$ cat config.mk
export PLATFORM = sky130hd
export DESIGN_NAME = state_variable_filter_truncated_mult_core
export DESIGN_NICKNAME = d
export VERILOG_FILES = /design/src/sv/svftm_pkg.sv /design/src/sv/state_variable_filter_truncated_mult_core.sv /design/src/sv/svftm_mul_unit.sv
export SDC_FILE = /design/constraint.sdc
export NUM_CORES = 2
export LEC_CHECK = 0
export BUFFER_PORTS_ARGS = -buffer_cell sky130_fd_sc_hd__buf_2
export CORE_MARGIN = 1.5
export CORE_UTILIZATION = 40
export CTS_BUF_LIST = sky130_fd_sc_hd__clkbuf_16
export CTS_CLUSTER_SIZE = 28
export DETAILED_ROUTE_END_ITERATION = 6
export GPL_TIMING_DRIVEN = 0
export PLACE_DENSITY = 0.64
export REMOVE_ABC_BUFFERS = 1
export SLEW_MARGIN = 15
export SYNTH_ARGS = -nofsm -noshare
export SYNTH_HDL_FRONTEND = slang
export SYNTH_SLANG_ARGS = --single-unit
$ cat constraint.sdc
create_clock -name clk -period 27.2 [get_ports clk]
set_input_delay 1.36 -clock clk [delete_from_list [all_inputs] [get_ports clk]]
set_output_delay 1.36 -clock clk [all_outputs]
set_load 0.03 [all_outputs]
$ cat src/sv/svftm_pkg.sv
// Package for the state-variable filter core: shared types, codes and constants.
// Used by svftm_mul_unit and state_variable_filter_truncated_mult_core; no dependencies.
package svftm_pkg;

    // Datapath widths
    localparam int CALC_W     = 64;   // all sums and products wrap at this width
    localparam int SAMPLE_W   = 19;
    localparam int LOW_OUT_W  = 32;
    localparam int BAND_OUT_W = 48;
    localparam int COEF_W     = 17;   // widest coefficient: k times table entry
    localparam int COL_W      = 6;    // rounding column, 0..63
    localparam int QM_W       = 8;
    localparam int K_W        = 9;

    // Configuration port
    localparam int CFG_IDX_W  = 3;
    localparam int CFG_DATA_W = 12;

    localparam logic [CFG_IDX_W-1:0] CFG_CUTOFF       = 3'd0;
    localparam logic [CFG_IDX_W-1:0] CFG_RESONANCE    = 3'd1;
    localparam logic [CFG_IDX_W-1:0] CFG_LOW_FRACTION = 3'd2;
    localparam logic [CFG_IDX_W-1:0] CFG_DAMP_ORDER   = 3'd3;
    localparam logic [CFG_IDX_W-1:0] CFG_INPUT_SETUP  = 3'd4;
    localparam logic [CFG_IDX_W-1:0] CFG_DAMP_SETUP   = 3'd5;
    localparam logic [CFG_IDX_W-1:0] CFG_LOW_SETUP    = 3'd6;

    // Multiplier model codes (code 3 behaves as coefficient recoding)
    localparam logic [1:0] MODEL_EXACT      = 2'd0;
    localparam logic [1:0] MODEL_BOOTH_DATA = 2'd1;
    localparam logic [1:0] MODEL_BOOTH_COEF = 2'd2;

    // Rounding codes of the exact model; Booth model uses floor or half up
    localparam logic [1:0] RND_FLOOR     = 2'd0;
    localparam logic [1:0] RND_TRUNC     = 2'd1;
    localparam logic [1:0] RND_HALF_AWAY = 2'd2;
    localparam logic [1:0] RND_HALF_UP   = 2'd3;

    // Coefficient and column constants
    localparam logic [K_W-1:0]   K_OFFSET        = 9'd256;
    localparam logic [COL_W-1:0] COL_INPUT_BASE  = 6'd9;
    localparam logic [COL_W-1:0] COL_DAMP_SINGLE = 6'd31;
    localparam logic [COL_W-1:0] COL_DAMP_FIRST  = 6'd24;
    localparam logic [COL_W-1:0] COL_DAMP_CHAIN  = 6'd7;
    localparam logic [COL_W-1:0] COL_LOW_BASE    = 6'd39;

    // Damping multiplier table, indexed by resonance
    localparam logic [QM_W-1:0] DAMP_TABLE [32] = '{
        8'd192, 8'd176, 8'd160, 8'd144, 8'd128, 8'd120, 8'd112, 8'd104,
        8'd96,  8'd88,  8'd80,  8'd72,  8'd64,  8'd60,  8'd56,  8'd52,
        8'd48,  8'd44,  8'd40,  8'd36,  8'd32,  8'd30,  8'd28,  8'd26,
        8'd24,  8'd22,  8'd20,  8'd18,  8'd16,  8'd15,  8'd14,  8'd13
    };

    // Setup register layout: guard columns, rounding, model
    typedef struct packed {
        logic [3:0] guard;
        logic [1:0] rnd;
        logic [1:0] model;
    } mult_setup_t;

    // Product request from the sequencer
    typedef struct packed {
        logic                start;
        mult_setup_t         setup;
        logic [COEF_W-1:0]   coef;
        logic [CALC_W-1:0]   data;
        logic [COL_W-1:0]    col;
    } mul_req_t;

    // Product response to the sequencer
    typedef struct packed {
        logic                done;
        logic [CALC_W-1:0]   result;
    } mul_rsp_t;

endpackage

$ cat src/sv/state_variable_filter_truncated_mult_core.sv
// Top level of the state-variable filter core: configuration registers,
// product sequencer, integrators and output register. Depends on svftm_pkg, svftm_mul_unit.
//
//  channel  | handshake              | payload
//  ---------+------------------------+------------------------------
//  input    | in_valid / in_ready    | sample_eighths (19, signed)
//  output   | out_valid / out_ready  | low_out (32), band_out (48)
//  config   | cfg_wr_en              | cfg_index (3), cfg_data (12)
//
// One transaction runs its three or four products in turn on the shared product
// unit, which scans 1 to BOOTH_DIGITS Booth digits for each product.
// Reset clears the configuration, both integrators and all control state.
// A new transaction is taken while a finished result waits at the output;
// the result is held in the sequencer until the output register frees up.
module state_variable_filter_truncated_mult_core #(
    parameter int STATE_WIDTH  = 48,
    parameter int BOOTH_DIGITS = 20
) (
    input  logic                                   clk,
    input  logic                                   rst_n,
    input  logic                                   cfg_wr_en,
    input  logic [svftm_pkg::CFG_IDX_W-1:0]        cfg_index,
    input  logic [svftm_pkg::CFG_DATA_W-1:0]       cfg_data,
    input  logic                                   in_valid,
    output logic                                   in_ready,
    input  logic signed [svftm_pkg::SAMPLE_W-1:0]  sample_eighths,
    output logic                                   out_valid,
    input  logic                                   out_ready,
    output logic signed [svftm_pkg::LOW_OUT_W-1:0] low_out,
    output logic signed [svftm_pkg::BAND_OUT_W-1:0] band_out
);

    localparam int CW = svftm_pkg::CALC_W;

    typedef enum logic [5:0] {
        S_IDLE  = 6'b000001,
        S_INPUT = 6'b000010,
        S_DAMP  = 6'b000100,
        S_CHAIN = 6'b001000,
        S_LOW   = 6'b010000,
        S_OUT   = 6'b100000
    } state_t;

    state_t state_reg, state_next;
    logic   wait_reg;
    logic   out_valid_reg;

    // configuration
    logic [11:0]                   cutoff_reg;
    logic [4:0]                    resonance_reg;
    logic [3:0]                    frac_reg;
    logic                          order_reg;
    svftm_pkg::mult_setup_t        in_setup_reg;
    svftm_pkg::mult_setup_t        damp_setup_reg;
    svftm_pkg::mult_setup_t        low_setup_reg;

    // datapath
    logic signed [STATE_WIDTH-1:0]        band_reg;
    logic signed [STATE_WIDTH-1:0]        low_reg;
    logic signed [svftm_pkg::SAMPLE_W-1:0] x_reg;
    logic [CW-1:0]                        part_reg;
    logic [CW-1:0]                        tmp_reg;
    logic [svftm_pkg::LOW_OUT_W-1:0]      low_out_reg;
    logic [svftm_pkg::BAND_OUT_W-1:0]     band_out_reg;

    logic [2:0]                           expo;
    logic [svftm_pkg::K_W-1:0]            coef_k;
    logic [svftm_pkg::QM_W-1:0]           coef_qm;
    logic [svftm_pkg::COEF_W-1:0]         coef_kq;
    logic [CW-1:0]                        band64;
    logic [CW-1:0]                        low64;
    logic signed [CW-1:0]                 low_sx;
    logic signed [CW-1:0]                 low_shift;
    logic signed [CW-1:0]                 x64;
    logic                                 prod_state;
    logic                                 out_load;

    svftm_pkg::mul_req_t req;
    svftm_pkg::mul_rsp_t rsp;

    // Coefficients from the cutoff and resonance registers
    always_comb
    begin
        expo      = cutoff_reg[11:9];
        coef_k    = svftm_pkg::K_OFFSET + svftm_pkg::K_W'(cutoff_reg[8:1]);
        coef_qm   = svftm_pkg::DAMP_TABLE[resonance_reg];
        coef_kq   = svftm_pkg::COEF_W'(coef_k) * svftm_pkg::COEF_W'(coef_qm);
        band64    = CW'(band_reg);
        low64     = CW'(low_reg);
        low_sx    = CW'(low_reg);
        low_shift = low_sx >>> frac_reg;
        x64       = CW'(x_reg);
    end

    // Product request for the current step
    always_comb
    begin
        prod_state = (state_reg == S_INPUT) || (state_reg == S_DAMP) ||
                     (state_reg == S_CHAIN) || (state_reg == S_LOW);
        req        = '0;
        req.start  = prod_state && !wait_reg;
        unique case (state_reg)
            S_INPUT:
            begin
                req.setup = in_setup_reg;
                req.coef  = svftm_pkg::COEF_W'(coef_k);
                req.data  = (x64 << frac_reg) - low64;
                req.col   = svftm_pkg::COL_INPUT_BASE + svftm_pkg::COL_W'(frac_reg);
            end
            S_DAMP:
            begin
                req.setup = damp_setup_reg;
                req.data  = band64;
                if (order_reg)
                begin
                    req.coef = svftm_pkg::COEF_W'(coef_k);
                    req.col  = svftm_pkg::COL_DAMP_FIRST - svftm_pkg::COL_W'(expo);
                end
                else
                begin
                    req.coef = coef_kq;
                    req.col  = svftm_pkg::COL_DAMP_SINGLE - svftm_pkg::COL_W'(expo);
                end
            end
            S_CHAIN:
            begin
                req.setup = damp_setup_reg;
                req.coef  = svftm_pkg::COEF_W'(coef_qm);
                req.data  = tmp_reg;
                req.col   = svftm_pkg::COL_DAMP_CHAIN;
            end
            S_LOW:
            begin
                req.setup = low_setup_reg;
                req.coef  = svftm_pkg::COEF_W'(coef_k);
                req.data  = band64;
                req.col   = svftm_pkg::COL_LOW_BASE - svftm_pkg::COL_W'({expo, 1'b0})
                            - svftm_pkg::COL_W'(frac_reg);
            end
            default:
            begin
                req.start = 1'b0;
            end
        endcase
    end

    svftm_mul_unit #(
        .BOOTH_DIGITS (BOOTH_DIGITS)
    ) u_mul (
        .clk   (clk),
        .rst_n (rst_n),
        .req   (req),
        .rsp   (rsp)
    );

    // Sequencer next state
    always_comb
    begin
        state_next = state_reg;
        out_load   = (state_reg == S_OUT) && (!out_valid_reg || out_ready);
        unique case (state_reg)
            S_IDLE:
            begin
                if (in_valid)
                begin
                    state_next = S_INPUT;
                end
            end
            S_INPUT:
            begin
                if (rsp.done)
                begin
                    state_next = S_DAMP;
                end
            end
            S_DAMP:
            begin
                if (rsp.done)
                begin
                    state_next = order_reg ? S_CHAIN : S_LOW;
                end
            end
            S_CHAIN:
            begin
                if (rsp.done)
                begin
                    state_next = S_LOW;
                end
            end
            S_LOW:
            begin
                if (rsp.done)
                begin
                    state_next = S_OUT;
                end
            end
            S_OUT:
            begin
                if (out_load)
                begin
                    state_next = S_IDLE;
                end
            end
            default:
            begin
                state_next = S_IDLE;
            end
        endcase
    end

    // Control, configuration and integrator registers
    always_ff @(posedge clk or negedge rst_n)
    begin
        if (!rst_n)
        begin
            state_reg      <= S_IDLE;
            wait_reg       <= 1'b0;
            out_valid_reg  <= 1'b0;
            cutoff_reg     <= '0;
            resonance_reg  <= '0;
            frac_reg       <= '0;
            order_reg      <= 1'b0;
            in_setup_reg   <= '0;
            damp_setup_reg <= '0;
            low_setup_reg  <= '0;
            band_reg       <= '0;
            low_reg        <= '0;
        end
        else
        begin
            state_reg <= state_next;

            // hold the outstanding-product flag from request to response
            if (req.start)
            begin
                wait_reg <= 1'b1;
            end
            else if (rsp.done)
            begin
                wait_reg <= 1'b0;
            end

            if (out_load)
            begin
                out_valid_reg <= 1'b1;
            end
            else if (out_ready)
            begin
                out_valid_reg <= 1'b0;
            end

            // write a configuration register
            if (cfg_wr_en)
            begin
                unique case (cfg_index)
                    svftm_pkg::CFG_CUTOFF:       cutoff_reg     <= cfg_data;
                    svftm_pkg::CFG_RESONANCE:    resonance_reg  <= cfg_data[4:0];
                    svftm_pkg::CFG_LOW_FRACTION: frac_reg       <= cfg_data[3:0];
                    svftm_pkg::CFG_DAMP_ORDER:   order_reg      <= cfg_data[0];
                    svftm_pkg::CFG_INPUT_SETUP:  in_setup_reg   <= cfg_data[7:0];
                    svftm_pkg::CFG_DAMP_SETUP:   damp_setup_reg <= cfg_data[7:0];
                    svftm_pkg::CFG_LOW_SETUP:    low_setup_reg  <= cfg_data[7:0];
                    default:
                    begin
                    end
                endcase
            end

            // subtract damping term, wrap band to the state width
            if (rsp.done && (((state_reg == S_DAMP) && !order_reg) || (state_reg == S_CHAIN)))
            begin
                band_reg <= STATE_WIDTH'(part_reg - rsp.result);
            end

            // advance the low integrator
            if (rsp.done && (state_reg == S_LOW))
            begin
                low_reg <= STATE_WIDTH'(low64 + rsp.result);
            end
        end
    end

    // Payload registers
    always_ff @(posedge clk)
    begin
        if (in_valid && in_ready)
        begin
            x_reg <= sample_eighths;
        end
        if (rsp.done && (state_reg == S_INPUT))
        begin
            part_reg <= band64 + rsp.result;
        end
        if (rsp.done && (state_reg == S_DAMP))
        begin
            tmp_reg <= rsp.result;
        end
        if (out_load)
        begin
            low_out_reg  <= low_shift[svftm_pkg::LOW_OUT_W-1:0];
            band_out_reg <= band64[svftm_pkg::BAND_OUT_W-1:0];
        end
    end

    assign in_ready  = (state_reg == S_IDLE);
    assign out_valid = out_valid_reg;
    assign low_out   = low_out_reg;
    assign band_out  = band_out_reg;

`ifndef NO_ASSERTIONS
    // product unit answers only while a request is outstanding
    a_done_when_waiting: assert property (
        @(posedge clk) disable iff (!rst_n)
        rsp.done |-> wait_reg
    ) else $error("product response without outstanding request");

    // a new transaction starts with the product unit quiet
    a_accept_quiet: assert property (
        @(posedge clk) disable iff (!rst_n)
        (in_valid && in_ready) |-> (!wait_reg && !rsp.done)
    ) else $error("transaction accepted while a product is in flight");

    // band integrator moves only at the end of the damping products
    a_band_update: assert property (
        @(posedge clk) disable iff (!rst_n)
        !$stable(band_reg) |-> ($past(state_reg) == S_DAMP || $past(state_reg) == S_CHAIN)
    ) else $error("band integrator changed outside the damping step");
`endif

endmodule

$ cat src/sv/svftm_mul_unit.sv
// Shared product unit: radix-4 Booth row accumulator, one digit per cycle,
// then a rounding step. Depends on svftm_pkg.
module svftm_mul_unit #(
    parameter int BOOTH_DIGITS = 20
) (
    input  logic               clk,
    input  logic               rst_n,
    input  svftm_pkg::mul_req_t req,
    output svftm_pkg::mul_rsp_t rsp
);

    localparam int CW    = svftm_pkg::CALC_W;
    localparam int REC_W = 2 * BOOTH_DIGITS;

    typedef enum logic [2:0] {
        U_IDLE  = 3'b001,
        U_STEP  = 3'b010,
        U_ROUND = 3'b100
    } ustate_t;

    ustate_t state_reg, state_next;
    logic    done_reg;

    logic [CW-1:0]                psh_reg;
    logic [CW-1:0]                mask_reg;
    logic [CW-1:0]                acc_reg;
    logic [CW-1:0]                result_reg;
    logic [REC_W-1:0]             rec_reg;
    logic                         prev_reg;
    logic                         exact_reg;
    logic [1:0]                   rnd_reg;
    logic [svftm_pkg::COL_W-1:0]  twoj_reg;
    logic [svftm_pkg::COL_W-1:0]  trunc_reg;
    logic [svftm_pkg::COL_W-1:0]  gs_reg;

    logic                         load_exact;
    logic                         load_rec_data;
    logic [svftm_pkg::COL_W-1:0]  load_trunc;

    logic                         b0;
    logic                         b1;
    logic                         dig_zero;
    logic                         dig_neg;
    logic                         dig_dbl;
    logic [CW-1:0]                mag;
    logic [CW-1:0]                row;
    logic [CW-1:0]                hot;
    logic [REC_W-1:0]             rec_shift;
    logic                         digits_done;

    logic [CW-1:0]                half;
    logic [CW-1:0]                low_mask;
    logic [CW-1:0]                rnd_add;
    logic                         zero_ext;
    logic [CW-1:0]                pre;

    logic signed [CW:0]           sh_in;
    logic [svftm_pkg::COL_W-1:0]  sh_amt;
    logic signed [CW:0]           sh_out;

    // Decode a new request: pick recoded operand and truncation column
    always_comb
    begin
        load_exact    = (req.setup.model == svftm_pkg::MODEL_EXACT);
        load_rec_data = (req.setup.model == svftm_pkg::MODEL_BOOTH_DATA);
        if (load_exact || (req.col <= svftm_pkg::COL_W'(req.setup.guard)))
        begin
            load_trunc = '0;
        end
        else
        begin
            load_trunc = req.col - svftm_pkg::COL_W'(req.setup.guard);
        end
    end

    // Booth digit from the two low recoded bits and the previous high bit
    always_comb
    begin
        b0        = rec_reg[0];
        b1        = rec_reg[1];
        dig_zero  = (b1 == b0) && (b0 == prev_reg);
        dig_neg   = b1 && !(b0 && prev_reg);
        dig_dbl   = (b1 != b0) && (b0 == prev_reg);
        mag       = dig_dbl ? {psh_reg[CW-2:0], 1'b0} : psh_reg;
        // negative row: inverted magnitude with the low row columns cleared
        row       = dig_neg ? (~mag & mask_reg) : mag;
        if (!dig_zero && dig_neg && (twoj_reg >= trunc_reg))
        begin
            hot = CW'(1) << (twoj_reg - trunc_reg);
        end
        else
        begin
            hot = '0;
        end
        rec_shift   = {{2{rec_reg[REC_W-1]}}, rec_reg[REC_W-1:2]};
        // all remaining digits are zero once the rest matches the last high bit
        digits_done = (rec_shift == {REC_W{b1}});
    end

    // Rounding addend for the final column
    always_comb
    begin
        if (gs_reg == '0)
        begin
            half = '0;
        end
        else
        begin
            half = CW'(1) << (gs_reg - svftm_pkg::COL_W'(1));
        end
        low_mask = (CW'(1) << gs_reg) - CW'(1);
        zero_ext = 1'b0;
        rnd_add  = '0;
        if (exact_reg)
        begin
            case (rnd_reg)
                svftm_pkg::RND_FLOOR:
                begin
                    rnd_add = '0;
                end
                svftm_pkg::RND_TRUNC:
                begin
                    // toward zero: ceiling for negative values
                    rnd_add = acc_reg[CW-1] ? low_mask : '0;
                end
                svftm_pkg::RND_HALF_AWAY:
                begin
                    // positive side keeps the carry out of the top bit
                    rnd_add  = acc_reg[CW-1] ? (half - CW'(1)) : half;
                    zero_ext = !acc_reg[CW-1];
                end
                default:
                begin
                    rnd_add = half;
                end
            endcase
        end
        else if (rnd_reg != svftm_pkg::RND_FLOOR)
        begin
            rnd_add = half;
        end
        pre = acc_reg + rnd_add;
    end

    // Shared arithmetic right shifter: row truncation or final rounding
    always_comb
    begin
        if (state_reg == U_STEP)
        begin
            sh_in  = {row[CW-1], row};
            sh_amt = trunc_reg;
        end
        else
        begin
            sh_in  = {(zero_ext ? 1'b0 : pre[CW-1]), pre};
            sh_amt = gs_reg;
        end
        sh_out = sh_in >>> sh_amt;
    end

    // Next state
    always_comb
    begin
        state_next = state_reg;
        unique case (state_reg)
            U_IDLE:
            begin
                if (req.start)
                begin
                    state_next = U_STEP;
                end
            end
            U_STEP:
            begin
                if (digits_done)
                begin
                    state_next = U_ROUND;
                end
            end
            U_ROUND:
            begin
                state_next = U_IDLE;
            end
            default:
            begin
                state_next = U_IDLE;
            end
        endcase
    end

    // Control registers
    always_ff @(posedge clk or negedge rst_n)
    begin
        if (!rst_n)
        begin
            state_reg <= U_IDLE;
            done_reg  <= 1'b0;
        end
        else
        begin
            state_reg <= state_next;
            done_reg  <= (state_reg == U_ROUND);
        end
    end

    // Operand, accumulator and result registers
    always_ff @(posedge clk)
    begin
        if (state_reg == U_IDLE && req.start)
        begin
            psh_reg   <= load_rec_data ? CW'(req.coef) : req.data;
            rec_reg   <= load_rec_data ? req.data[REC_W-1:0] : REC_W'(req.coef);
            mask_reg  <= '1;
            acc_reg   <= '0;
            prev_reg  <= 1'b0;
            twoj_reg  <= '0;
            exact_reg <= load_exact;
            rnd_reg   <= req.setup.rnd;
            trunc_reg <= load_trunc;
            gs_reg    <= req.col - load_trunc;
        end
        else if (state_reg == U_STEP)
        begin
            // accumulate one truncated row and advance to the next digit
            acc_reg  <= acc_reg + (dig_zero ? '0 : sh_out[CW-1:0]) + hot;
            psh_reg  <= {psh_reg[CW-3:0], 2'b00};
            mask_reg <= {mask_reg[CW-3:0], 2'b00};
            rec_reg  <= rec_shift;
            prev_reg <= b1;
            twoj_reg <= twoj_reg + svftm_pkg::COL_W'(2);
        end
        if (state_reg == U_ROUND)
        begin
            result_reg <= sh_out[CW-1:0];
        end
    end

    assign rsp.done   = done_reg;
    assign rsp.result = result_reg;

endmodule
# After elaboration in Yosys (flattened, before gate mapping)
# Memory sizes are Yosys's and may differ from the RTL's.
# Index checks and enable logic that the tools add are counted.
word_totals:
  out_inout_bits: 82
  mem_count: 1
  romBits: 256
  word_cells: 189
  regBits: 683
op_classes:
  n_mux: 43
  bitwise: 3
  add_sub_neg: 20
  n_lt_le_gt_ge: 3
  n_reduce_logical: 45
  multipliers: 1
  n_eq_ne: 30
  shift: 6
memory_table:
  columns: ["memory", "words", "width", "read_ports", "rd_clocked_by_memory_dff", "write_ports", "line", "rtl"]
  rows:
  - ["(name not given)", 32, 8, 1, 0, 0, "state_variable_filter_truncated_mult_core.sv:86", "coef_qm = svftm_pkg::DAMP_TABLE[resonance_reg];"]
ops:
  columns: ["cell", "n"]
  rows:
  - ["$mux 64", 12]
  - ["$pmux 95 s4", 1]
  - ["$add 64x64->64", 3]
  - ["$pmux 64 s3", 1]
  - ["$shl 1x6->64 const A", 3]
  - ["$add 48x48->48", 2]
  - ["$mux 40", 2]
  - ["$mux 65", 1]
  - ["$sshr 65x6->64", 1]
  - ["$and 64x64->64", 1]
  - ["$not 64->64", 1]
  - ["$shl 64x4->64", 1]
  - ["$sub 64x1->64 const B", 1]
  - ["$sub 64x2->64 const B", 1]
  - ["$sub 64x64->64", 1]
  - ["$mux 6", 9]
  - ["$sshr 48x4->32", 1]
  - ["$sub 48x48->48", 1]
  - ["$eq 40x40->1", 1]
  - ["$mux 39", 1]
  - ["$pmux 6 s6", 1]
  - ["$mul 9x8->17", 1]
  - ["$mux 17", 1]
  - ["$mux 8", 2]
  - ["41 further kinds", 101]

# Logic depth before layout (Yosys ltp)
depth:
  word_depth: 14
  mapped_depth: 50
  depth_no_buf: 48

# Modules after synthesis
# Synthesis repeated with hierarchy kept, for this count alone.
hier_totals:
  hier_cells: 7874
  hier_area_um2: 64041.4
modules_own_cells:
  columns: ["module", "area_per_inst_um2", "n_inst", "cells_each", "seq_area_each_um2"]
  rows:
  - ["svftm_mul_unit", 34999.8, 1, 4807, 7638.6]
  - ["state_variable_filter_truncated_mult_core", 29041.6, 1, 3067, 10065.9]

# Worst setup path before layout
# No wires, ideal clock.
synth_path:
  path_type: "reg2reg"
  startpoint: "reg u_mul.gs_reg[0] in the netlist's numbering"
  endpoint: "reg u_mul.acc_reg[61]"
  arrival_ns: 10.596
  setup_ns: 0.074
  period_less_slack_ns: 10.670
  path_slack_ns: 16.530
  stages_incl_launch_ff: 48
  cell_sequence: "edfxtp_1 > clkbuf_1 > clkbuf_1 > nand2b_1 > clkbuf_1 > nor2_1 > inv_1 > ha_1 > nand2_1 > o21bai_1 > a21o_1 > or3_1 > or3_1 > or2_2 > a211oi_1 > nand3_1 > o211a_1 > a21oi_1 > [12 not listed] > nor4_1 > a211o_1 > fa_1 > inv_1 > ha_1 > a21o_1 > a21o_1 > a2111oi_0 > o22ai_1 > a31o_2 > a21oi_1 > o32ai_1 > a21o_1 > a221oi_1 > o211ai_1 > a221o_1 > mux2_2 > a31oi_1"
synth_via:
  elab_chain_len: 14
synth_lines:
  columns: ["item", "line", "rtl"]
  rows:
  - ["start: declaration", "svftm_mul_unit.sv:34", "logic [svftm_pkg::COL_W-1:0] gs_reg;"]
  - ["start signal: assignment", "svftm_mul_unit.sv:220", "gs_reg <= req.col - load_trunc;"]
  - ["$sub 6x1->6", "svftm_mul_unit.sv:109", "half = CW'(1) << (gs_reg - svftm_pkg::COL_W'(1));"]
  - ["$shl 1x6->64", "svftm_mul_unit.sv:109", null]
  - ["$mux 64", "svftm_mul_unit.sv:103", "if (gs_reg == '0)"]
  - ["$sub 64x1->64", "svftm_mul_unit.sv:129", "rnd_add = acc_reg[CW-1] ? (half - CW'(1)) : half;"]
  - ["$mux 64", "svftm_mul_unit.sv:129", null]
  - ["$pmux 64 s3", "svftm_mul_unit.sv:116", "case (rnd_reg)"]
  - ["$mux 64", "svftm_mul_unit.sv:114", "if (exact_reg)"]
  - ["$add 64x64->64", "svftm_mul_unit.sv:142", "pre = acc_reg + rnd_add;"]
  - ["$mux 1", "svftm_mul_unit.sv:155", "sh_in = {(zero_ext ? 1'b0 : pre[CW-1]), pre};"]
  - ["$mux 65", "svftm_mul_unit.sv:148", "if (state_reg == U_STEP)"]
  - ["$sshr 65x6->64 *", "svftm_mul_unit.sv:158", "sh_out = sh_in >>> sh_amt;"]
  - ["$mux 64 *", "svftm_mul_unit.sv:225", "acc_reg <= acc_reg + (dig_zero ? '0 : sh_out[CW-1:0]) + hot;"]
  - ["$add 64x64->64 * (2 in a row)", "svftm_mul_unit.sv:225", null]
  - ["end signal: assignment", "svftm_mul_unit.sv:225", null]
  - ["end: declaration", "svftm_mul_unit.sv:26", "logic [CW-1:0] acc_reg;"]
# Mark *: on every way between the ends. The rest lies on a longest branch, timed or not.
# A chain may end at the register's enable or synchronous reset.

# Worst setup path in the final report
layout_path:
  startpoint: "reg u_mul.gs_reg[1] in the netlist's numbering"
  endpoint: "reg u_mul.acc_reg[61]"
layout_via:
  elab_chain_len: 14
layout_lines:
  columns: ["item", "line", "rtl"]
  rows:
  - ["$sub 6x1->6", "svftm_mul_unit.sv:109", null]
  - ["$shl 1x6->64", "svftm_mul_unit.sv:109", null]
  - ["$mux 64", "svftm_mul_unit.sv:103", null]
  - ["$sub 64x1->64", "svftm_mul_unit.sv:129", null]
  - ["$mux 64", "svftm_mul_unit.sv:129", null]
  - ["$pmux 64 s3", "svftm_mul_unit.sv:116", null]
  - ["$mux 64", "svftm_mul_unit.sv:114", null]
  - ["$add 64x64->64", "svftm_mul_unit.sv:142", null]
  - ["$mux 1", "svftm_mul_unit.sv:155", null]
  - ["$mux 65", "svftm_mul_unit.sv:148", null]
  - ["$sshr 65x6->64 *", "svftm_mul_unit.sv:158", null]
  - ["via u_mul.sh_out[1]", "svftm_mul_unit.sv:59", "logic signed [CW:0] sh_out;"]
  - ["$mux 64 *", "svftm_mul_unit.sv:225", null]
  - ["$add 64x64->64 * (2 in a row)", "svftm_mul_unit.sv:225", null]
# Mark *: on every way through the listed nets, which the timed path passes. The rest lies on a longest branch.

==> key figures <==
STA
  – Unrepaired setup endpoints after global routing: false
  – Worst-Margin Slew: ~1.4 ns
  – Final period util: 0.571
  – Final setup fails: 0
  – Final Hold Viols: 0
  – Final Max Tran Viols: 0
  – Final Hold Slack: between 0.4 and 0.5 ns
  – F_max: about 0.064 GHz
  – Crit path time final: about 16 ns
  – Setup Skew: roughly 0.035 ns
  – Slew headroom: 0.0901

Power
  – Pwr Total: between 3 and 4 mW
  – PwrDens: approximately 56 nW/um2
  – Max VDD drop: roughly 0.059 mV
  – Pleak: 28.0 nW

Floorplanning
  – Die X: approximately 390 um
  – Die footprint: 156,000 um2
  – Core ar.: 152,000 um2
  – Die H: roughly 390 um
  – FP Rows: about 140
  – IO Pins: between 100 and 150
  – Starting density of the core: 0.403

Detailed routing
  – Vias/cell: approximately 6.3
  – Via count: approximately 60,000
  – WL final: approximately 240,000 um
  – Post-route DRC: 0
  – Antenna Nets Post-Route: 0
  – TritonRoute pass-1 iters: 7
  – DR iter-0 viols: approximately 6,500
  – WL/cell: between 20 and 30 um

Global routing
  – Vias in the first global route: 55,956
  – First-pass GRT wire length: 356,000 um
  – GRT Overall Usage: 0.300
  – Largest net degree at the start of global routing: a little under 90
  – Initial antenna violation count: 2
  – Total gr overflow: 0

Critical path
  – R2r worst-path depth: 43
  – Max stage delay on crit path: about 0.96 ns
  – Setup crit start kind: register
  – Worst R2R Setup Slack: 11.66 ns
  – FF-to-FF Start: u_mul.gs_reg[1]$_DFFE_PP_
  – CP arrival: approximately 16 ns
  – Critical path's slowest cell: o311ai_1
  – Critical path origin: u_mul.gs_reg[1]$_DFFE_PP_
  – WP data required: between 20 and 30 ns
  – Crit path max fanout: 19
  – Setup Crit Path Kind: register to register
  – Crit end category: register

Clock network
  – CTS sink cnt: roughly 650
  – H-tree depth: 3
  – Resize count post-CTS: 0
  – CTS tree: done
  – Worst-skew pair later-pin latency: roughly 0.71 ns
  – Num CTS Buffers: 72
  – Reg clk slew, reported paths: about 0.060 ns
  – Clk buf depth: 3
  – Root Buffer: clkbuf_16
  – Hold buffers post-CTS: 0
  – Post-CTS Setup Repair Bufs: 0

Yosys
  – Yosys cell types: about 120
  – Mapped Cells: approximately 7,500
  – Top_reg_cell synth: edfxtp_1
  – Seq/Total Area, Yosys: 0.289
  – Synthesized cell area: slightly above 60,000 um2
  – Syn_area_per_cell: a little over 8 um2
  – Post-synth EDFFs: approximately 390
  – Synthesis Warnings: 0
  – Async set-reset flop share out of synthesis: 0.236
  – #FFs+latches synth: between 600 and 700

Place
  – DPL Wire Length: about 190,000 um
  – Port buffer count: 120
  – RePlAce Congestion: about 1.1
  – Placement Cell Area: 64,900 um2
  – Placed insts: around 9,300

Outcome
  – Status: finished, final reports clean

Min path
  – Hold Path Cell Cnt: 0
  – Hold Crit Start: u_mul.result_reg[50]$_DFFE_PP_
  – Hold Crit Class: register to register

Final layout
  – Finished Cell Area: ~67,000 um2
  – Nets: between 7,000 and 8,000
  – Core Util, Final: 0.443
  – Share of cells above drive strength 1: 0.0853
  – Area Growth Syn to Fin: 9.89%
  – Finished Layout Cells: 9,418

Run
  – Max_cap viols: 0
==> cells by family after synthesis <==
group                      after synthesis  synth area share
AOI/OAI and AO/OA                     2402             0.251
DFF                                    649             0.289
buffers and inverters                  827            0.0530
xor gates and xnor gates               299            0.0427
and+or+nand+nor                       2439             0.183
adders and majority gates              490             0.114
muxes                                  347            0.0683
==> cell type report <==
class / count / area (um2)
timing repair buffer: 222 / 2390
clock buffer: 77 / 1930
fill: 15010 / 84700
tap: 2030 / 2540
antenna: 1 / 2.50
clock inverter: 56 / 601
sequential: 649 / 17700
multi-input combinational: 5977 / 40700
inverter: 406 / 1530
==> placed cells by master (no fill, tap or decap), drive strengths merged, types with 72 or more instances in the layout <==
| cell type | count |
|---|---|
| ha | 376 |
| a21o | 188 |
| fa | 114 |
| nand2 | 866 |
| nor2 | 642 |
| a21oi | 657 |
| and2 | 90 |
| dfrtp | 151 |
| a31oi | 85 |
| dfxtp | 102 |
| nand3 | 211 |
| o21ai | 633 |
| mux2 | 72 |
| xnor2 | 173 |
| buf | 222 |
| o21a | 77 |
| clkbuf | 77 |
| xor2 | 126 |
| inv | 424 |
| nor3 | 166 |
| a211oi | 99 |
| mux2i | 225 |
| edfxtp | 394 |
| nand2b | 77 |
==> per-stage QoR <==
| step | TNS (ns) | setup slack (ns) |
|---|---|---|
| after floorplan | 0 | 8.81 |
| after global placement | -811.69 | -10.41 |
| after detailed placement | 0 | 12.09 |
| after CTS | 0 | 11.98 |
| after global routing | 0 | 11.35 |
| final | 0 | 11.66 |
==> critical path, delay by kind of cell (launching register included) <==
family                   cells  cell delay [ns]
buffers and inverters        4             1.17
flip-flops                   1             0.91
multiplexers                 3             0.82
adder cells (fa/ha/maj)      4             1.59
AO/OA/AOI/OAI               19             6.25
AND/OR/NAND/NOR             13             4.61
==> worst paths after layout <==
kind                                             endpoint
hold reg to reg                     tmp_reg[50]$_DFFE_PP_
max in group asynchronous        band_reg[44]$_DFFE_PN0P_
setup reg to reg           u_mul.acc_reg[61]$_SDFFE_PP0P_
hold / removal                      tmp_reg[50]$_DFFE_PP_
setup / recovery           u_mul.acc_reg[61]$_SDFFE_PP0P_
min in group asynchronous          low_reg[4]$_DFFE_PN0P_
==> Yosys cell counts (72+ instances only) <==
| cell | n | area, um2 |
|---|---|---|
| a211oi_1 | 97 | 728 |
| a21o_1 | 186 | 1400 |
| a21oi_1 | 655 | 3280 |
| a31oi_1 | 85 | 532 |
| and2_1 | 83 | 519 |
| clkbuf_1 | 337 | 1260 |
| dfrtp_1 | 151 | 3780 |
| dfxtp_1 | 102 | 2040 |
| edfxtp_1 | 394 | 11800 |
| fa_1 | 114 | 2280 |
| ha_1 | 376 | 4700 |
| inv_1 | 401 | 1510 |
| mux2_2 | 72 | 811 |
| mux2i_1 | 224 | 2240 |
| nand2_1 | 863 | 3240 |
| nand2b_1 | 77 | 482 |
| nand3_1 | 211 | 1060 |
| nor2_1 | 641 | 2410 |
| nor3_1 | 166 | 831 |
| o21a_1 | 77 | 578 |
| o21ai_0 | 611 | 3060 |
| xnor2_1 | 173 | 1520 |
| xor2_1 | 126 | 1100 |
==> routing by layer <==
layer | vias up | track usage | share of wire
li1 | 27187 | - | -
met1 | 28744 | 0.390 | 0.41
met2 | 2772 | 0.488 | 0.46
met3 | 521 | 0.0414 | 0.079
met4 | 2 | 0.149 | 0.055
met5 | - | 0 | 0.000050
==> power breakdown <==
group	switching, mW	total (mW)	internal, mW
clock network	0.456	1.06	0.607
registers	0.0924	1.20	1.11
logic	0.909	1.48	0.567
No activity file was read; power rests on OpenSTA's default activity.
